$ cat config.mk
export PLATFORM = sky130hd
export DESIGN_NAME = cmm_cmac
export DESIGN_NICKNAME = d
export VERILOG_FILES = /design/src/design/assert_macros.svh /design/src/design/cmm_pkg.sv /design/src/design/cmm_cmac.sv
export SDC_FILE = /design/constraint.sdc
export NUM_CORES = 2
export LEC_CHECK = 0
export ABC_AREA = 1
export BUFFER_PORTS_ARGS = -buffer_cell sky130_fd_sc_hd__buf_2
export CAP_MARGIN = 20
export CORE_ASPECT_RATIO = 0.75
export CORE_MARGIN = 3
export CORE_UTILIZATION = 45
export CTS_BUF_LIST = sky130_fd_sc_hd__clkbuf_4
export CTS_CLUSTER_DIAMETER = 200
export DETAILED_ROUTE_END_ITERATION = 8
export PLACE_DENSITY = 0.72
export SYNTH_ARGS = -nofsm -noshare
export SYNTH_HDL_FRONTEND = slang
export SYNTH_SLANG_ARGS = --single-unit
$ cat constraint.sdc
create_clock -name i_clk -period 7.8 [get_ports i_clk]
set_input_delay 1.56 -clock i_clk [delete_from_list [all_inputs] [get_ports i_clk]]
set_output_delay 1.56 -clock i_clk [all_outputs]
set_load 0.05 [all_outputs]
$ cat src/design/assert_macros.svh
// Assertion macros for the design files that include them.
// SYNTH selects the empty forms for synthesis.
`ifndef ASSERT_MACROS_SVH
`define ASSERT_MACROS_SVH
`ifndef SYNTH
// Property must hold at every rising clock edge outside reset.
`define ASSERT_PROP(lbl, clk, rst_n, prop) \
    lbl: assert property (@(posedge clk) disable iff (!rst_n) prop) \
        else $error("assertion failed");
// Expression must never be true outside reset.
`define ASSERT_NEVER(lbl, clk, rst_n, expr) \
    lbl: assert property (@(posedge clk) disable iff (!rst_n) !(expr)) \
        else $error("forbidden condition seen");
`else
`define ASSERT_PROP(lbl, clk, rst_n, prop)
`define ASSERT_NEVER(lbl, clk, rst_n, expr)
`endif
`endif

$ cat src/design/cmm_pkg.sv
`timescale 1ns / 1ps
// ----------------------------------------------------------------------------
// cmm_pkg
// Types and constants of the complex matrix multiplier.
// ----------------------------------------------------------------------------
package cmm_pkg;

    localparam int IN_W       = 16;
    localparam int SUM_W      = 36;
    localparam int DIM_W      = 4;
    localparam int IDX_W      = 3;
    localparam int KIND_W     = 2;
    localparam int CFG_IDX_W  = 3;
    localparam int RESULT_CAP = 8;

    localparam logic [KIND_W-1:0] KIND_LOAD_A  = 2'd0;
    localparam logic [KIND_W-1:0] KIND_LOAD_B  = 2'd1;
    localparam logic [KIND_W-1:0] KIND_COMPUTE = 2'd2;

    localparam logic [CFG_IDX_W-1:0] CFG_ROWS_A    = 3'd0;
    localparam logic [CFG_IDX_W-1:0] CFG_INNER_DIM = 3'd1;
    localparam logic [CFG_IDX_W-1:0] CFG_COLS_B    = 3'd2;
    localparam logic [CFG_IDX_W-1:0] CFG_A_COMPLEX = 3'd3;
    localparam logic [CFG_IDX_W-1:0] CFG_B_COMPLEX = 3'd4;

    typedef struct packed {
        logic [KIND_W-1:0]       kind;
        logic [IDX_W-1:0]        row_index;
        logic [IDX_W-1:0]        col_index;
        logic signed [IN_W-1:0]  value_re;
        logic signed [IN_W-1:0]  value_im;
    } t_in_item;

    typedef struct packed {
        logic [IDX_W-1:0]        out_col;
        logic signed [SUM_W-1:0] out_re;
        logic signed [SUM_W-1:0] out_im;
        logic                    last;
        logic                    bad_row;
    } t_out_item;

    // tag that travels with each multiply-accumulate term
    typedef struct packed {
        logic             vld;
        logic             first;
        logic             last;
        logic             fin;
        logic [IDX_W-1:0] col;
    } t_mac_tag;

    // zero counts as one, values above the cap as the cap
    function automatic logic [DIM_W-1:0] dim_clamp(input logic [DIM_W-1:0] r, input int cap);
        logic [DIM_W-1:0] d;
        d = r;
        if (r == '0) begin
            d = DIM_W'(1);
        end else if (int'(r) > cap) begin
            d = DIM_W'(cap);
        end
        return d;
    endfunction

endpackage

$ cat src/design/cmm_cmac.sv
`timescale 1ns / 1ps
// ----------------------------------------------------------------------------
// cmm_cmac
// Complex multiply-accumulate: registered products, then a 36-bit accumulator.
// ----------------------------------------------------------------------------
module cmm_cmac #(
    parameter int ELEM_BITS = 16
) (
    input  logic                            i_clk,
    input  logic                            i_rst_n,
    input  cmm_pkg::t_mac_tag               i_tag,
    input  logic signed [ELEM_BITS-1:0]     i_a_re,
    input  logic signed [ELEM_BITS-1:0]     i_a_im,
    input  logic signed [ELEM_BITS-1:0]     i_b_re,
    input  logic signed [ELEM_BITS-1:0]     i_b_im,
    output cmm_pkg::t_mac_tag               o_tag,
    output logic [cmm_pkg::SUM_W-1:0]       o_re,
    output logic [cmm_pkg::SUM_W-1:0]       o_im
);

    localparam int PW = 2 * ELEM_BITS;
    localparam int XW = (PW > cmm_pkg::SUM_W) ? PW : cmm_pkg::SUM_W;

    logic signed [PW-1:0] m_rr, m_ii, m_ri, m_ir;
    logic signed [PW-1:0] r_p_rr, r_p_ii, r_p_ri, r_p_ir;
    logic signed [XW-1:0] x_rr, x_ii, x_ri, x_ir;
    logic [cmm_pkg::SUM_W-1:0] r_acc_re, r_acc_im;
    logic [cmm_pkg::SUM_W-1:0] n_acc_re, n_acc_im;
    logic [cmm_pkg::SUM_W-1:0] w_base_re, w_base_im;
    cmm_pkg::t_mac_tag r_tag1, r_tag2;

    assign m_rr = i_a_re * i_b_re;
    assign m_ii = i_a_im * i_b_im;
    assign m_ri = i_a_re * i_b_im;
    assign m_ir = i_a_im * i_b_re;

    assign x_rr = XW'(r_p_rr);
    assign x_ii = XW'(r_p_ii);
    assign x_ri = XW'(r_p_ri);
    assign x_ir = XW'(r_p_ir);

    assign w_base_re = r_tag1.first ? '0 : r_acc_re;
    assign w_base_im = r_tag1.first ? '0 : r_acc_im;
    assign n_acc_re  = w_base_re + x_rr[cmm_pkg::SUM_W-1:0] - x_ii[cmm_pkg::SUM_W-1:0];
    assign n_acc_im  = w_base_im + x_ri[cmm_pkg::SUM_W-1:0] + x_ir[cmm_pkg::SUM_W-1:0];

    always_ff @(posedge i_clk) begin
        r_p_rr <= m_rr;
        r_p_ii <= m_ii;
        r_p_ri <= m_ri;
        r_p_ir <= m_ir;
        if (r_tag1.vld) begin
            r_acc_re <= n_acc_re;
            r_acc_im <= n_acc_im;
        end
        if (!i_rst_n) begin
            r_tag1 <= '0;
            r_tag2 <= '0;
        end else begin
            r_tag1 <= i_tag;
            r_tag2 <= r_tag1;
        end
    end

    assign o_tag = r_tag2;
    assign o_re  = r_acc_re;
    assign o_im  = r_acc_im;

endmodule

**Word-level counts from Yosys, hierarchy flattened**

Index checks and enable logic that the tools add are counted.

- Logic and storage cells: 26
- Register bits: 214
- Output and inout bits: 79
- Bits of input ports: 73

- Add/sub/neg operators: 4
- Muxes and demuxes: 2
- $mul: 4

Operators by type and width:

| operator | number |
|---|---|
| $mul 16x16->32 | 4 |
| $add 36x36->36 | 3 |
| $mux 36 | 2 |
| $sub 36x36->36 | 1 |

**Logic depth before layout (Yosys ltp)**

- Word-level depth: 3
- Gate-level depth with buffers: 25
- Depth with buffers taken out: 24

**Worst setup path after synthesis**

No wires, ideal clock.

- Path type: input to register
- From: input port i_a_re[15]
- To: register r_p_ri[25]
- Path buffers: 1
- Slack: 1.177 ns
- Library setup time: 0.113 ns
- Stages on the path: 20
- Data required time: 7.687 ns
- Arrival time: 6.510 ns
- Cell sequence: clkbuf_1 nand2_1 inv_1 fa_1 fa_1 fa_1 fa_1 fa_1 inv_1 fa_1 inv_1 ha_1 nand2_2 nor2_4 inv_2 nor2_2 nand3_1 or2_1 nand4_1 nand2_1

- Longest elaborated chain between the ends: 1

RTL lines:

| element | line | text |
|---|---|---|
| start, declared | cmm_cmac.sv:12 | `input logic signed [ELEM_BITS-1:0] i_a_re,` |
| $mul 16x16->32 | cmm_cmac.sv:34 | `assign m_ri = i_a_re * i_b_im;` |
| net m_ri[25] | cmm_cmac.sv:24 | `logic signed [PW-1:0] m_rr, m_ii, m_ri, m_ir;` |
| end signal, assigned | cmm_cmac.sv:50 | `r_p_ri <= m_ri;` |
| end, declared | cmm_cmac.sv:25 | `logic signed [PW-1:0] r_p_rr, r_p_ii, r_p_ri, r_p_ir;` |

The timed path passes the listed nets, and every way through them passes these cells.
A chain may end at the register's enable or synchronous reset.

**Final worst setup path**

- From: input port i_b_im[1]
- To: register r_p_ii[26]

- Longest elaborated chain between the ends: 1

RTL lines:

| element | line | text |
|---|---|---|
| start, declared | cmm_cmac.sv:15 | `input logic signed [ELEM_BITS-1:0] i_b_im,` |
| $mul 16x16->32 | cmm_cmac.sv:33 | `assign m_ii = i_a_im * i_b_im;` |
| net m_ii[26] | cmm_cmac.sv:24 |  |
| end signal, assigned | cmm_cmac.sv:49 | `r_p_ii <= m_ii;` |
| end, declared | cmm_cmac.sv:25 |  |

The timed path passes the listed nets, and every way through them passes these cells.

==> results.json <==
{
  "critPathMostFrequentCell": "fa_1",
  "start_util_pct": 45.57,
  "crit_path_end_kind": "flop",
  "wl_per_cell_um": 17.40,
  "cp_max_fo": 24,
  "setup_viol": 0,
  "ys_seq_area_share_pct": 9.109,
  "min_period_ns": 6.784,
  "grt_overflow": 0,
  "synthCells": 7242,
  "die_h_um": 308.6,
  "slowest_stage": "fa_1",
  "grt_setup_unrepaired": "false",
  "final_area_um2": 59040,
  "yosysWarningCount": 0,
  "hold_depth": 2,
  "grt_max_degree": 38,
  "hold_viol_final": 0,
  "clk_pin_slew_ns": 0.06,
  "ctsHtreeMaxLevel": 3,
  "worst_slew_pin_slew_ns": 0.9346,
  "ant_nets": 0,
  "status": "complete, no violations",
  "async_flop_share_pct": 0,
  "first_pass_iters": 8,
  "grt_usage_pct": 25.69,
  "synthToLayoutAreaGrowth_pct": 7.458,
  "via_per_inst": 4.989,
  "syn_area_um2": 54950,
  "grt_pass1_wl_um": 254900,
  "drt-total-wl_um": 158000,
  "first_global_vias": 46430,
  "reg2reg_from": "r_tag1[5]",
  "hp-class": "flop to flop",
  "num_vias": 45310,
  "hp-start": "r_tag1[2]",
  "cts_root_buf": "clkbuf_4",
  "period_share_pct": 86.97,
  "dpl-instance-area_um2": 58080,
  "routabilityCongestion": 0.9938,
  "slew_headroom_pct": 37.69,
  "post-dp-hpwl_um": 135600,
  "worstSetupPathType": "primary input to flop",
  "drv_cap": 0,
  "io_buffer_count": 151,
  "io_pins": 152,
  "grt_antenna_before_repair": 16,
  "initialDrtViolationCount": 4053,
  "cpPeakStageDelay_ns": 0.91,
  "postCtsSetupBuffers": 0,
  "fin_nets": 8987,
  "cts_buffers": 68,
  "cts_tree": "built",
  "coreArea_um2": 120600,
  "worstPathRequired_ns": 8.51,
  "rows": 110,
  "drc": 0,
  "cts_resized": 0,
  "dp_slack_ns": 0.2344,
  "cp-startpoint": "i_b_im[1]",
  "hold_buffers": 0,
  "synth_edf_count": 72,
  "worstRegToRegCells": 18,
  "fp.dieW_um": 409.5,
  "mostFrequentLayoutCells": "inv_1 (2193), nand2_1 (1980), fa_1 (1119), ha_1 (400), nor2_1 (319)",
  "clk_latency_ns": 0.87,
  "clock_path_buffers": 3,
  "path_cells": "buf_2 -> nand2_1 -> inv_1 -> fa_1 -> fa_1 -> fa_1 -> fa_1 -> fa_1 -> inv_1 -> fa_1 -> inv_1 -> ha_1 -> nand2_1 -> nor3_1 -> nand3_1 -> nand4_1 -> nand2_1",
  "finClkSkew_ns": 0.06451,
  "post-route-util_pct": 48.97,
  "fill_cells": 11910,
  "yosys.cell_types.count": 40,
  "fmax_mhz": 147.4,
  "fp.dieArea_um2": 126400,
  "setup_slack_ns": 1.016,
  "drv_slew": 0,
  "syn_nets": 8834,
  "synth.avg_cell_area_um2": 7.587,
  "setup_tns_ns": 0,
  "cts.sinks": 214,
  "worstPathArrival_ns": 7.50,
  "final_common_cell": "inv_1",
  "synthFlopType": "dfxtp_1",
  "startpoint_type": "primary input",
  "final_layout_size_suffix_gt1_share_pct": 6.013,
  "synth_seq_cells": 214
}
## through the flow
step / hold slack (ns) / std cells
2_1_floorplan: 0.3900 / 7242
6_report: 0.4200 / 9082
4_1_cts: 0.4216 / 9074
3_5_place_dp: 0.4046 / 8949
3_3_place_gp: 0.3956 / 8949
5_1_grt: 0.4393 / 9079
## path summary, 6_finish.rpt
check / slack [ns] / end
min: 0.42 / o_tag[2]
max: 1.02 / r_p_ii[26]
min reg2reg: 0.42 / o_tag[2]
max reg2reg: 3.70 / o_re[28]
## per-layer routing
layer,wire [um],global-route usage [%],share of wire [%]
met5,13,0,0.0082
met4,2721,5.247,1.7
met3,16560,5.443,10
met2,66720,38.03,42
met1,71970,38.79,46
## sequential cells by signal, summed over array words and instances, names as in the netlist
signal  cells
o_im       36
o_re       36
o_tag       7
r_p_ii     32
r_p_ir     32
r_p_ri     32
r_p_rr     32
r_tag1      7
## cell type report
type	instances	area [um2]	area share, %
diodes	8	20.02	0.03391
clock buffers	95	713.2	1.208
clock inverters	30	231.5	0.3920
inverters	2199	8254	13.98
multi-input cells	4628	40930	69.32
flip-flops and latches	214	5009	8.483
well taps	1624	2032	3.441
repair buffers	284	1854	3.141
## cell families after synthesis
| logic type | after synthesis | synth area share [%] |
|---|---|---|
| AND/OR/NAND/NOR | 2657 | 19.35 |
| adder cells (fa/ha/maj) | 1519 | 49.88 |
| AO/OA/AOI/OAI | 323 | 3.211 |
| flip-flops | 214 | 9.109 |
| XOR/XNOR | 129 | 2.056 |
| buffers and inverters | 2400 | 16.40 |
## cell usage after synthesis, types with 3 or more instances
library cell	instances	area, um2
clkbuf_1	194	728.2
o21ai_1	5	25.02
nand3_1	192	960.9
nor3_2	3	30.03
and2_1	3	18.77
a21oi_2	7	61.31
o21bai_1	23	172.7
nand3_2	5	50.05
nor2_1	319	1197
fa_1	1119	22400
nor2_4	3	33.78
a21o_1	10	75.07
nand2_2	16	100.1
nor3_1	42	210.2
nor2_2	15	93.84
o21ai_0	87	435.4
buf_1	5	18.77
dfxtp_1	142	2843
a21oi_1	176	880.8
a21boi_0	9	67.56
nor4_1	4	25.02
edfxtp_1	72	2162
a31oi_1	3	18.77
inv_2	4	15.01
xnor2_1	27	236.5
xor2_1	102	893.4
nand4_1	58	362.9
nand2_1	1980	7432
nand3b_1	7	52.55
ha_1	400	5005
inv_1	2193	8232
or2_1	6	37.54
## worst max-delay path: cells and delay by family
family | cells | cell delay [ns]
adder cells (fa/ha/maj) | 7 | 3.82
AND/OR/NAND/NOR | 6 | 1.23
buffers and inverters | 4 | 0.85
Power is not shown: default switching activity piles up to over one toggle a cycle in this logic, so the estimate is an artifact.
